--- src/rau_pkg.sv ---
// ============================================================================
// rau_pkg: shared types and constants of the rational arithmetic unit
// Operand and result widths, operation codes, controller states and the
// command and status bundles between the controller and the datapath.
// ============================================================================
package rau_pkg;

    localparam int OPERAND_WIDTH = 16;
    localparam int RESULT_WIDTH  = 34;
    localparam int CMD_WIDTH     = 3;
    localparam int PROD_WIDTH    = 2 * OPERAND_WIDTH;
    localparam int RAW_WIDTH     = 2 * OPERAND_WIDTH + 2;
    localparam int SHIFT_WIDTH   = $clog2(RAW_WIDTH + 1);
    localparam int CNT_WIDTH     = $clog2(RAW_WIDTH);

    typedef enum logic [CMD_WIDTH-1:0] {
        OP_ADD = 3'd0,
        OP_SUB = 3'd1,
        OP_MUL = 3'd2,
        OP_DIV = 3'd3,
        OP_INC = 3'd4,
        OP_DEC = 3'd5
    } rau_op_t;

    typedef enum logic [1:0] {
        MP_AN_BD,
        MP_AN_BN,
        MP_AD_BN,
        MP_AD_BD
    } rau_mul_t;

    typedef enum logic [2:0] {
        WB_NONE,
        WB_N_PROD,
        WB_N_ADD,
        WB_N_SUB,
        WB_D_PROD,
        WB_INC,
        WB_DEC,
        WB_PASS
    } rau_wb_t;

    typedef enum logic [3:0] {
        ST_IDLE,
        ST_MUL0,
        ST_MUL1,
        ST_MUL2,
        ST_MUL3,
        ST_GCD_INIT,
        ST_GCD,
        ST_DIV,
        ST_DONE
    } rau_state_t;

    typedef struct packed {
        logic     load;
        rau_mul_t mul_sel;
        rau_wb_t  wb;
        logic     gcd_init;
        logic     gcd_step;
        logic     gcd_finish;
        logic     div_step;
        logic     out_load;
    } rau_cmd_t;

    typedef struct packed {
        logic [CMD_WIDTH-1:0] op;
        logic                 gcd_done;
        logic                 div_last;
    } rau_status_t;

endpackage

--- src/rational_arithmetic_unit_top.sv ---
// ============================================================================
// rational_arithmetic_unit_top: fraction arithmetic with gcd reduction
// From input transfer to result valid the unit runs four product steps, gcd
// setup, the binary gcd steps and a finish step, 34 steps of the shared
// two-lane restoring divider and the output load. One item is processed at a
// time; the next input is taken once the result sits in the output register,
// even while that result waits for a transfer.
// Synchronous active-low reset clears the controller state and result valid.
// ============================================================================
module rational_arithmetic_unit_top (
    input  logic                                     aclk,
    input  logic                                     aresetn,
    input  logic                                     s_valid,
    output logic                                     s_ready,
    input  logic [rau_pkg::CMD_WIDTH-1:0]            s_command,
    input  logic signed [rau_pkg::OPERAND_WIDTH-1:0] s_a_num,
    input  logic signed [rau_pkg::OPERAND_WIDTH-1:0] s_a_den,
    input  logic signed [rau_pkg::OPERAND_WIDTH-1:0] s_b_num,
    input  logic signed [rau_pkg::OPERAND_WIDTH-1:0] s_b_den,
    output logic                                     m_valid,
    input  logic                                     m_ready,
    output logic signed [rau_pkg::RESULT_WIDTH-1:0]  m_result_num,
    output logic signed [rau_pkg::RESULT_WIDTH-1:0]  m_result_den,
    output logic                                     m_status
);

    rau_pkg::rau_cmd_t    ctl;
    rau_pkg::rau_status_t sts;

    rau_ctrl u_ctrl (
        .aclk    (aclk),
        .aresetn (aresetn),
        .s_valid (s_valid),
        .s_ready (s_ready),
        .m_valid (m_valid),
        .m_ready (m_ready),
        .sts     (sts),
        .ctl     (ctl)
    );

    rau_datapath u_datapath (
        .aclk         (aclk),
        .ctl          (ctl),
        .sts          (sts),
        .s_command    (s_command),
        .s_a_num      (s_a_num),
        .s_a_den      (s_a_den),
        .s_b_num      (s_b_num),
        .s_b_den      (s_b_den),
        .m_result_num (m_result_num),
        .m_result_den (m_result_den),
        .m_status     (m_status)
    );

endmodule

--- src/rau_datapath.sv ---
// ============================================================================
// rau_datapath: operand registers, shared multiplier, gcd and divider
// Holds the captured operands, forms the raw fraction with one shared
// multiplier, reduces it with a binary gcd and a two-lane restoring divider
// that shares the gcd as divisor, and holds the result payload.
// ============================================================================
module rau_datapath (
    input  logic                                     aclk,
    input  rau_pkg::rau_cmd_t                        ctl,
    output rau_pkg::rau_status_t                     sts,
    input  logic [rau_pkg::CMD_WIDTH-1:0]            s_command,
    input  logic signed [rau_pkg::OPERAND_WIDTH-1:0] s_a_num,
    input  logic signed [rau_pkg::OPERAND_WIDTH-1:0] s_a_den,
    input  logic signed [rau_pkg::OPERAND_WIDTH-1:0] s_b_num,
    input  logic signed [rau_pkg::OPERAND_WIDTH-1:0] s_b_den,
    output logic signed [rau_pkg::RESULT_WIDTH-1:0]  m_result_num,
    output logic signed [rau_pkg::RESULT_WIDTH-1:0]  m_result_den,
    output logic                                     m_status
);

    localparam int OW  = rau_pkg::OPERAND_WIDTH;
    localparam int RW  = rau_pkg::RAW_WIDTH;
    localparam int PW  = rau_pkg::PROD_WIDTH;

    function automatic logic [RW-1:0] mag(input logic signed [RW-1:0] x);
        mag = x[RW-1] ? RW'(-x) : RW'(x);
    endfunction

    logic [rau_pkg::CMD_WIDTH-1:0]   op_reg;
    logic signed [OW-1:0]            an_reg, ad_reg, bn_reg, bd_reg;
    logic signed [OW-1:0]            mul_x, mul_y;
    logic signed [PW-1:0]            prod_next, prod_reg;
    logic signed [RW-1:0]            n_reg, d_reg;
    logic [RW-1:0]                   u_reg, v_reg, g_reg;
    logic [RW-1:0]                   diff_uv, diff_vu;
    logic [rau_pkg::SHIFT_WIDTH-1:0] k_reg;
    logic                            undef_reg, n_neg_reg, d_neg_reg;
    logic [rau_pkg::CNT_WIDTH-1:0]   cnt_reg;
    logic [RW-1:0]                   rem_reg [2];
    logic [RW-1:0]                   quo_reg [2];
    logic [RW-1:0]                   rem_next [2];
    logic [RW-1:0]                   quo_next [2];
    logic [RW:0]                     shifted [2];
    logic [RW:0]                     trial [2];
    logic signed [RW-1:0]            num_signed, den_signed;
    logic signed [RW-1:0]            prod_ext;

    always_comb begin
        case (ctl.mul_sel)
            rau_pkg::MP_AN_BD: begin
                mul_x = an_reg;
                mul_y = bd_reg;
            end
            rau_pkg::MP_AN_BN: begin
                mul_x = an_reg;
                mul_y = bn_reg;
            end
            rau_pkg::MP_AD_BN: begin
                mul_x = ad_reg;
                mul_y = bn_reg;
            end
            default: begin
                mul_x = ad_reg;
                mul_y = bd_reg;
            end
        endcase
    end

    assign prod_next = mul_x * mul_y;
    assign prod_ext  = RW'(prod_reg);
    assign diff_uv   = u_reg - v_reg;
    assign diff_vu   = v_reg - u_reg;

    always_comb begin
        for (int i = 0; i < 2; i++) begin
            shifted[i]  = {rem_reg[i], quo_reg[i][RW-1]};
            trial[i]    = shifted[i] - {1'b0, g_reg};
            if (shifted[i] >= {1'b0, g_reg}) begin
                rem_next[i] = trial[i][RW-1:0];
                quo_next[i] = {quo_reg[i][RW-2:0], 1'b1};
            end else begin
                rem_next[i] = shifted[i][RW-1:0];
                quo_next[i] = {quo_reg[i][RW-2:0], 1'b0};
            end
        end
    end

    assign num_signed = n_neg_reg ? -$signed(quo_reg[0]) : $signed(quo_reg[0]);
    assign den_signed = d_neg_reg ? -$signed(quo_reg[1]) : $signed(quo_reg[1]);

    always_ff @(posedge aclk) begin
        if (ctl.load) begin
            op_reg <= s_command;
            an_reg <= s_a_num;
            ad_reg <= s_a_den;
            bn_reg <= s_b_num;
            bd_reg <= s_b_den;
        end

        prod_reg <= prod_next;

        case (ctl.wb)
            rau_pkg::WB_N_PROD: n_reg <= prod_ext;
            rau_pkg::WB_N_ADD:  n_reg <= n_reg + prod_ext;
            rau_pkg::WB_N_SUB:  n_reg <= n_reg - prod_ext;
            rau_pkg::WB_D_PROD: d_reg <= prod_ext;
            rau_pkg::WB_INC: begin
                n_reg <= RW'(an_reg) + RW'(ad_reg);
                d_reg <= RW'(ad_reg);
            end
            rau_pkg::WB_DEC: begin
                n_reg <= RW'(an_reg) - RW'(ad_reg);
                d_reg <= RW'(ad_reg);
            end
            rau_pkg::WB_PASS: begin
                n_reg <= RW'(an_reg);
                d_reg <= RW'(ad_reg);
            end
            default: begin
            end
        endcase

        if (ctl.gcd_init) begin
            u_reg <= mag(n_reg);
            v_reg <= mag(d_reg);
            k_reg <= '0;
        end else if (ctl.gcd_step) begin
            if (!u_reg[0] && !v_reg[0]) begin
                u_reg <= u_reg >> 1;
                v_reg <= v_reg >> 1;
                k_reg <= k_reg + 1'b1;
            end else if (!u_reg[0]) begin
                u_reg <= u_reg >> 1;
            end else if (!v_reg[0]) begin
                v_reg <= v_reg >> 1;
            end else if (u_reg > v_reg) begin
                u_reg <= diff_uv >> 1;
            end else begin
                v_reg <= diff_vu >> 1;
            end
        end

        if (ctl.gcd_finish) begin
            g_reg      <= ((u_reg == '0) ? v_reg : u_reg) << k_reg;
            undef_reg  <= (u_reg == '0) && (v_reg == '0);
            n_neg_reg  <= n_reg[RW-1];
            d_neg_reg  <= d_reg[RW-1];
            quo_reg[0] <= mag(n_reg);
            quo_reg[1] <= mag(d_reg);
            rem_reg[0] <= '0;
            rem_reg[1] <= '0;
            cnt_reg    <= '0;
        end else if (ctl.div_step) begin
            quo_reg[0] <= quo_next[0];
            quo_reg[1] <= quo_next[1];
            rem_reg[0] <= rem_next[0];
            rem_reg[1] <= rem_next[1];
            cnt_reg    <= cnt_reg + 1'b1;
        end

        if (ctl.out_load) begin
            m_result_num <= undef_reg ? '0 : rau_pkg::RESULT_WIDTH'(num_signed);
            m_result_den <= undef_reg ? '0 : rau_pkg::RESULT_WIDTH'(den_signed);
            m_status     <= undef_reg;
        end
    end

    assign sts.op       = op_reg;
    assign sts.gcd_done = (u_reg == '0) || (v_reg == '0) || (u_reg == v_reg);
    assign sts.div_last = (cnt_reg == rau_pkg::CNT_WIDTH'(RW - 1));

endmodule

--- src/rau_ctrl.sv ---
// ============================================================================
// rau_ctrl: sequencing controller of the rational arithmetic unit
// Steps the datapath through operand capture, products, gcd reduction and
// division, and owns the handshake flags of both channels.
// ============================================================================
module rau_ctrl (
    input  logic                 aclk,
    input  logic                 aresetn,
    input  logic                 s_valid,
    output logic                 s_ready,
    output logic                 m_valid,
    input  logic                 m_ready,
    input  rau_pkg::rau_status_t sts,
    output rau_pkg::rau_cmd_t    ctl
);

    rau_pkg::rau_state_t state_reg, state_next;
    logic                m_valid_reg, m_valid_next;

    always_ff @(posedge aclk) begin
        if (!aresetn) begin
            state_reg   <= rau_pkg::ST_IDLE;
            m_valid_reg <= 1'b0;
        end else begin
            state_reg   <= state_next;
            m_valid_reg <= m_valid_next;
        end
    end

    always_comb begin
        state_next     = state_reg;
        ctl.load       = 1'b0;
        ctl.mul_sel    = rau_pkg::MP_AN_BD;
        ctl.wb         = rau_pkg::WB_NONE;
        ctl.gcd_init   = 1'b0;
        ctl.gcd_step   = 1'b0;
        ctl.gcd_finish = 1'b0;
        ctl.div_step   = 1'b0;
        ctl.out_load   = 1'b0;
        m_valid_next   = m_valid_reg && !m_ready;

        case (state_reg)
            rau_pkg::ST_IDLE: begin
                if (s_valid) begin
                    ctl.load   = 1'b1;
                    state_next = rau_pkg::ST_MUL0;
                end
            end
            rau_pkg::ST_MUL0: begin
                case (sts.op)
                    rau_pkg::OP_ADD, rau_pkg::OP_SUB, rau_pkg::OP_DIV: begin
                        ctl.mul_sel = rau_pkg::MP_AN_BD;
                    end
                    rau_pkg::OP_MUL: ctl.mul_sel = rau_pkg::MP_AN_BN;
                    rau_pkg::OP_INC: ctl.wb = rau_pkg::WB_INC;
                    rau_pkg::OP_DEC: ctl.wb = rau_pkg::WB_DEC;
                    default:         ctl.wb = rau_pkg::WB_PASS;
                endcase
                state_next = rau_pkg::ST_MUL1;
            end
            rau_pkg::ST_MUL1: begin
                case (sts.op)
                    rau_pkg::OP_ADD, rau_pkg::OP_SUB, rau_pkg::OP_DIV: begin
                        ctl.wb      = rau_pkg::WB_N_PROD;
                        ctl.mul_sel = rau_pkg::MP_AD_BN;
                    end
                    rau_pkg::OP_MUL: begin
                        ctl.wb      = rau_pkg::WB_N_PROD;
                        ctl.mul_sel = rau_pkg::MP_AD_BD;
                    end
                    default: begin
                    end
                endcase
                state_next = rau_pkg::ST_MUL2;
            end
            rau_pkg::ST_MUL2: begin
                ctl.mul_sel = rau_pkg::MP_AD_BD;
                case (sts.op)
                    rau_pkg::OP_ADD: ctl.wb = rau_pkg::WB_N_ADD;
                    rau_pkg::OP_SUB: ctl.wb = rau_pkg::WB_N_SUB;
                    rau_pkg::OP_MUL, rau_pkg::OP_DIV: ctl.wb = rau_pkg::WB_D_PROD;
                    default: begin
                    end
                endcase
                state_next = rau_pkg::ST_MUL3;
            end
            rau_pkg::ST_MUL3: begin
                case (sts.op)
                    rau_pkg::OP_ADD, rau_pkg::OP_SUB: ctl.wb = rau_pkg::WB_D_PROD;
                    default: begin
                    end
                endcase
                state_next = rau_pkg::ST_GCD_INIT;
            end
            rau_pkg::ST_GCD_INIT: begin
                ctl.gcd_init = 1'b1;
                state_next   = rau_pkg::ST_GCD;
            end
            rau_pkg::ST_GCD: begin
                if (sts.gcd_done) begin
                    ctl.gcd_finish = 1'b1;
                    state_next     = rau_pkg::ST_DIV;
                end else begin
                    ctl.gcd_step = 1'b1;
                end
            end
            rau_pkg::ST_DIV: begin
                ctl.div_step = 1'b1;
                if (sts.div_last) begin
                    state_next = rau_pkg::ST_DONE;
                end
            end
            rau_pkg::ST_DONE: begin
                if (!m_valid_reg || m_ready) begin
                    ctl.out_load = 1'b1;
                    m_valid_next = 1'b1;
                    state_next   = rau_pkg::ST_IDLE;
                end
            end
            default: begin
                state_next = rau_pkg::ST_IDLE;
            end
        endcase
    end

    assign s_ready = (state_reg == rau_pkg::ST_IDLE);
    assign m_valid = m_valid_reg;

    // A new result never overwrites one that has not been transferred.
    assert property (@(posedge aclk) disable iff (!aresetn)
        ctl.out_load |-> (!m_valid_reg || m_ready))
        else $error("result register overwritten before transfer");

    // An accepted input starts the product sequence on the next cycle.
    assert property (@(posedge aclk) disable iff (!aresetn)
        (s_valid && s_ready) |=> (state_reg == rau_pkg::ST_MUL0))
        else $error("accepted input did not start the product sequence");

    // The last divider step hands over to the output stage.
    assert property (@(posedge aclk) disable iff (!aresetn)
        (state_reg == rau_pkg::ST_DIV && sts.div_last) |=>
            (state_reg == rau_pkg::ST_DONE))
        else $error("divider did not finish after its last step");

    // A result is loaded only in the output stage and always leaves valid set.
    assert property (@(posedge aclk) disable iff (!aresetn)
        ctl.out_load |=> (m_valid && $past(state_reg == rau_pkg::ST_DONE)))
        else $error("result load outside the output stage");

endmodule
--- config.mk ---
export PLATFORM = sky130hd
export DESIGN_NAME = rational_arithmetic_unit_top
export DESIGN_NICKNAME = d
export VERILOG_FILES = /design/src/rau_pkg.sv /design/src/rational_arithmetic_unit_top.sv /design/src/rau_datapath.sv /design/src/rau_ctrl.sv
export SDC_FILE = /design/constraint.sdc
export NUM_CORES = 2
export LEC_CHECK = 0
export BUFFER_PORTS_ARGS = -buffer_cell sky130_fd_sc_hd__buf_2
export CELL_PAD_IN_SITES_DETAIL_PLACEMENT = 1
export CELL_PAD_IN_SITES_GLOBAL_PLACEMENT = 1
export CORE_ASPECT_RATIO = 1.5
export CORE_MARGIN = 4
export CORE_UTILIZATION = 35
export CTS_CLUSTER_SIZE = 28
export DETAILED_ROUTE_END_ITERATION = 10
export HOLD_SLACK_MARGIN = 0.08
export PLACE_DENSITY = 0.66
export SLEW_MARGIN = 40
export SYNTH_ARGS = -nofsm -noshare
export SYNTH_HDL_FRONTEND = slang
export SYNTH_SLANG_ARGS = --single-unit
--- constraint.sdc ---
create_clock -name aclk -period 13.6 [get_ports aclk]
set_clock_uncertainty 0.2 [all_clocks]
set_input_delay 1.36 -clock aclk [delete_from_list [all_inputs] [get_ports aclk]]
set_output_delay 1.36 -clock aclk [all_outputs]
set_load 0.01 [all_outputs]
# ---- After elaboration in Yosys (flattened, before gate mapping)
# Memories as Yosys holds them, arrays and structs flattened.
# Cells that the tools add are included.
dict set report classes {
  multipliers 1
  n_reduce_logical 31
  bitwise 4
  n_mux 57
  magnitude_cmp 3
  n_shift 1
  n_eq_ne 31
  addsub 14
}
# op n
set ops {}
lappend ops {{34-bit two-way mux} 23}
lappend ops {{34-bit case mux with 6 select lines} 1}
lappend ops {{34-bit negator} 4}
lappend ops {{34-bit subtractor} 4}
lappend ops {{35-bit by 34-bit >= comparator with 1-bit output} 2}
lappend ops {{34-bit logical NOT} 2}
lappend ops {{34-bit case mux with 2 select lines} 1}
lappend ops {{4-bit case mux with 9 select lines} 1}
lappend ops {{34-bit by 32-bit adder with 34-bit output} 1}
lappend ops {{34-bit equality test} 1}
lappend ops {{34-bit > comparator} 1}
lappend ops {{34-bit by 6-bit << shifter with 34-bit output} 1}
lappend ops {{34-bit by 32-bit subtractor with 34-bit output} 1}
lappend ops {{16-bit by 16-bit multiplier with 32-bit output} 1}
lappend ops {{16-bit two-way mux} 2}
lappend ops {{3-bit equality test (second input constant)} 6}
lappend ops {{1-bit two-way mux} 18}
lappend ops {{3-bit case mux with 3 select lines} 2}
lappend ops {{16-bit by 16-bit adder with 17-bit output} 1}
lappend ops {{16-bit by 16-bit subtractor with 17-bit output} 1}
lappend ops {{4-bit by 3-bit equality test with 1-bit output (second input constant)} 4}
lappend ops {{4-bit two-way mux} 4}
lappend ops {{6-bit by 1-bit adder with 6-bit output (second input constant)} 2}
lappend ops {{3-bit by 2-bit equality test with 1-bit output (second input constant)} 4}
lappend ops {{31 further kinds} 54}
dict set report word_totals {
  word_cells 167
  n_memories 2
  ram_bits 136
  reg_bits 358
  out_inout_bits 71
}
# memory words width rd rd_clocked_by_memory_dff write_ports line
set mem_list {}
lappend mem_list {u_datapath.quo_reg 2 34 2 0 2 rau_datapath.sv:40} ;# logic [RW-1:0] quo_reg [2];
lappend mem_list {u_datapath.rem_reg 2 34 2 0 2 rau_datapath.sv:39} ;# logic [RW-1:0] rem_reg [2];

# ---- Depth between registers and ports, before layout
dict set report logic_depth {
  ltp_word 8
  ltp_mapped 35
  mapped_depth_nobuf 33
}

# ---- Hierarchy
# Synthesis repeated with hierarchy kept, for this count alone.
dict set report hier_totals {
  hier_cells 5026
  area_unflattened_um2 45697.6
}
# mod n_inst cells_each area_each_um2
set modules_own_cells {}
lappend modules_own_cells {rau_datapath 1 4964 45218.4}
lappend modules_own_cells {rau_ctrl 1 62 479.2}

# ---- Worst setup path before layout
# No wires, ideal clock.
dict set report synth_timing {
  kind {reg2reg}
  start {reg u_datapath.u_reg[20]}
  end {mem u_datapath.quo_reg[0][0] in the netlist's numbering, enable pin}
  synth_period_minus_slack_ns 12.350
  path_slack_ns 1.250
  stages_incl_launch_ff 9
  t_arrival_ns 11.331
  setup_ns 0.819
  cell_sequence {edfxtp_1 -> ha_1 -> clkbuf_1 -> nand4_1 -> nor4b_1 -> and3_1 -> nand4_1 -> and3_1 -> o21ai_0}
}
# element line
set synth_lines {}
lappend synth_lines {{start, declared} rau_datapath.sv:34} ;# logic [RW-1:0] u_reg, v_reg, g_reg;
lappend synth_lines {{start signal, assigned} rau_datapath.sv:124} ;# u_reg <= mag(n_reg);
lappend synth_lines {{start signal, assigned} rau_datapath.sv:129} ;# u_reg <= u_reg >> 1;
lappend synth_lines {{start signal, assigned} rau_datapath.sv:133} ;# u_reg <= u_reg >> 1;
lappend synth_lines {{end, declared} rau_datapath.sv:40}

# ---- Worst setup path after layout
dict set report layout_timing {
  start {reg u_ctrl.state_reg[1]}
  end {reg u_datapath.prod_reg[31]}
}
dict set report layout_via {
  elab_chain_len 6
  word_cells_on_any_way 12
}
# element line
set layout_lines {}
lappend layout_lines {{start, declared} rau_ctrl.sv:17} ;# rau_pkg::rau_state_t state_reg, state_next;
lappend layout_lines {{start signal, assigned} rau_ctrl.sv:22} ;# state_reg <= rau_pkg::ST_IDLE;
lappend layout_lines {{start signal, assigned} rau_ctrl.sv:25} ;# state_reg <= state_next;
lappend layout_lines {{4-bit by 2-bit equality test with 1-bit output or 4-bit by 1-bit equality test with 1-bit output (tied branches)} rau_ctrl.sv:42} ;# case (state_reg)
lappend layout_lines {{2-bit case mux with 3 select lines (*)} rau_ctrl.sv:42}
lappend layout_lines {{2-bit by 1-bit equality test with 1-bit output, or another cell as far along} rau_datapath.sv:49} ;# case (ctl.mul_sel)
lappend layout_lines {{2-bit OR reduction (no source line)} n/a}
lappend layout_lines {{16-bit two-way mux} rau_datapath.sv:49}
lappend layout_lines {{16-bit by 16-bit multiplier with 32-bit output (*)} rau_datapath.sv:69} ;# assign prod_next = mul_x * mul_y;
lappend layout_lines {{net u_datapath.prod_next[31]} rau_datapath.sv:32} ;# logic signed [PW-1:0] prod_next, prod_reg;
lappend layout_lines {{end signal, assigned} rau_datapath.sv:100} ;# prod_reg <= prod_next;
lappend layout_lines {{end, declared} rau_datapath.sv:32}
# The timed path passes the listed nets; every way through them passes the cells marked *.
# A chain may end at the register's enable or synchronous reset.

==> flow_summary.toml <==
[worst_hold_path]
hold_path.class = "flip-flop to flip-flop"
min-delay-start = "u_datapath.cnt_reg[5]"

[yosys]
ys_types = 81
ys.warnings.count = 0
yosys-top-cells-area = "edfxtp_1, fa_1, ha_1"
synth_largest_area_cell = "edfxtp_1"
synth-edff-count = 443
synth_top_area_share_pct = 29.9
synth.avg_cell_area_um2 = 9.17
ys.flop_type = "edfxtp_1"
synth_nets = 5482
async_flop_share_pct = 0
syn_area_um2 = 44500
ys_seq_area_share_pct = 32.1
ys_ff_latch = 492
syn_inst = 4849

[routing]
vias = 36938
wire_per_inst_um = 23.9
vias_per_cell = 5.56
detail-route-antenna-nets = 0
drt_iter0_drc = 1887
wl_um = 159000
drc_errors = 0
dr.pass1.iters = 7

[worst_setup_path]
crit_cells = 28
r2r_end = "u_datapath.prod_reg[31]"
r2r-start = "u_ctrl.state_reg[1]"
cp.required_ns = 13.96
rrSetupSlack_ns = 4.38
cp_top_family = "adder cells"
cp-end-kind = "flip-flop"
crit_slowest_cell = "mux2i_1"
worst_setup_path_start_kind = "flip-flop"
worstPathArrival_ns = 9.57
crit_fanout = 31
slowest_delay_ns = 0.76
worstRegToRegCells = 28
critPathKind = "flip-flop to flip-flop"
worstSetupStartpoint = "u_ctrl.state_reg[1]"
crit_top_cell = "fa_1"
setup.worst_path.end = "u_datapath.prod_reg[31]"
critPathBufInv = 4

[floorplan]
start_util_pct = 35.4
die_h_um = 445
die_area_um2 = 133000
core_area_um2 = 126000
rows = 159
fp.dieW_um = 299
ios = 142

[timing]
rsz0062_at_grt = "no"
setup_viol_count_final = 0
setup_slack_ns = 4.38
fin_tns_setup_ns = 0
drv_slew = 0
tightest_slew_ns = 1.06
relSlewSlack_pct = 29.3
fin_crit_ns = 9.22
fmax_mhz = 109
finalHoldViolCount = 0
fin_crit_sh_pct = 67.8

[clock_tree]
insertion_delay_ns = 0.70
clock_sinks = 492
cts-root-buf = "clkbuf_16"
cts_buffers = 57
ctsResizeCount = 0
htreeDepth = 2
cts_tree = "built"
cts_setup_buffers = 0
clk_pin_slew_ns = 0.07
postCtsHoldBufs = 0
cts_buffer_depth = 3

[final_layout]
n_fill_cell = 14664
final_cell_mix = "nor2_1, inv_1, nand2_1"
stdcell_area_um2 = 49200
area_delta_synth_final_pct = 10.6
final_nets = 5545
drive_above_1_share_pct = 8.23
instances_no_fill = 6649
final_common_cell = "nor2_1"
diodes = 0

[placed_design]
post-dp-hpwl_um = 130000
pre_cts_ws_ns = 4.42
place_area_um2 = 47200
place.detailed.instances = 6543
portBuffers = 141
globalplace.congestion = 0.945

[global_route]
grt_pass1_vias = 39935
grt_usage_pct = 23.6
top_usage_layer = "met2"
grt_util_met3_pct = 2.24
use_met2_pct = 45.4
grt_first_pass_wirelength_um = 242000
grt_max_degree = 94
grt_overflow_total = 0
antenna_found_initial = 1
globalRouteMet1Util_pct = 24.7

[outcome]
outcome = "finished clean"

[run]
drv_cap = 0
-- final cells by class --
type | count | area (µm²) | area share (%)
Clock buffer | 64 | 1450 | 2.95
Inverter | 503 | 1890 | 3.84
Clock inverter | 42 | 477 | 0.970
Multi-Input combinational cell | 3651 | 27700 | 56.4
Sequential cell | 492 | 14300 | 29.1
Tap cell | 1690 | 2110 | 4.30
Timing Repair Buffer | 207 | 1220 | 2.48
-- cell families after synthesis --
kind of cell	Yosys count	share of synthesized area [%]
AO/OA/AOI/OAI	1219	17.5
buffers and inverters	706	5.96
AND/OR/NAND/NOR	1402	14.4
multiplexers	135	3.15
adder cells (fa/ha/maj)	562	20.4
other	1	0.00843
flip-flops	492	32.1
XOR/XNOR	332	6.54
-- routing by layer --
metal  vias up  routed length, µm
met4         2              11200
met1     18652              58300
met5         -                 14
met2       762              85100
li1      17179                  -
met3       343               4460
-- stage by stage --
| stage | utilization (%) | hold WS [ns] |
|---|---|---|
| global placement | 37.5 | 0.305 |
| floorplan | - | 0.224 |
| detailed placement | 37.6 | 0.313 |
| global route | 39.1 | 0.356 |
| CTS | 39.1 | 0.333 |
| finish | 39.1 | 0.334 |
-- worst min path at each step --
stage / to / slack, ns / depth (start not counted)
after floorplan: u_datapath.m_status / 0.22 / 0
after global placement: u_datapath.cnt_reg[5] / 0.30 / 2
after detailed placement: u_datapath.cnt_reg[5] / 0.31 / 2
after CTS: u_datapath.cnt_reg[5] / 0.33 / 2
after global routing: u_datapath.cnt_reg[5] / 0.36 / 2
final: u_datapath.cnt_reg[5] / 0.33 / 2
-- cell usage after synthesis (all sizes together) (49+ instances only) --
master,count
a21o,107
a21oi,392
a221oi,54
clkbuf,191
dfxtp,49
edfxtp,443
fa,269
ha,293
inv,502
mux2i,97
nand2,446
nand3,60
nor2,510
nor3,57
o21ai,251
o31ai,52
xnor2,140
xor2,192
-- worst reg2reg max path, delay by kind of cell (launching register included) --
family | cells | cell delay (ns)
AO/OA/AOI/OAI | 10 | 2.61
XOR/XNOR | 1 | 0.13
adder cells (fa/ha/maj) | 8 | 3.39
buffers and inverters | 4 | 0.63
flip-flops | 1 | 0.66
multiplexers | 1 | 0.80
AND/OR/NAND/NOR | 4 | 0.67
Power is not shown: default switching activity piles up to over one toggle a cycle in this logic, so the estimate is an artifact.
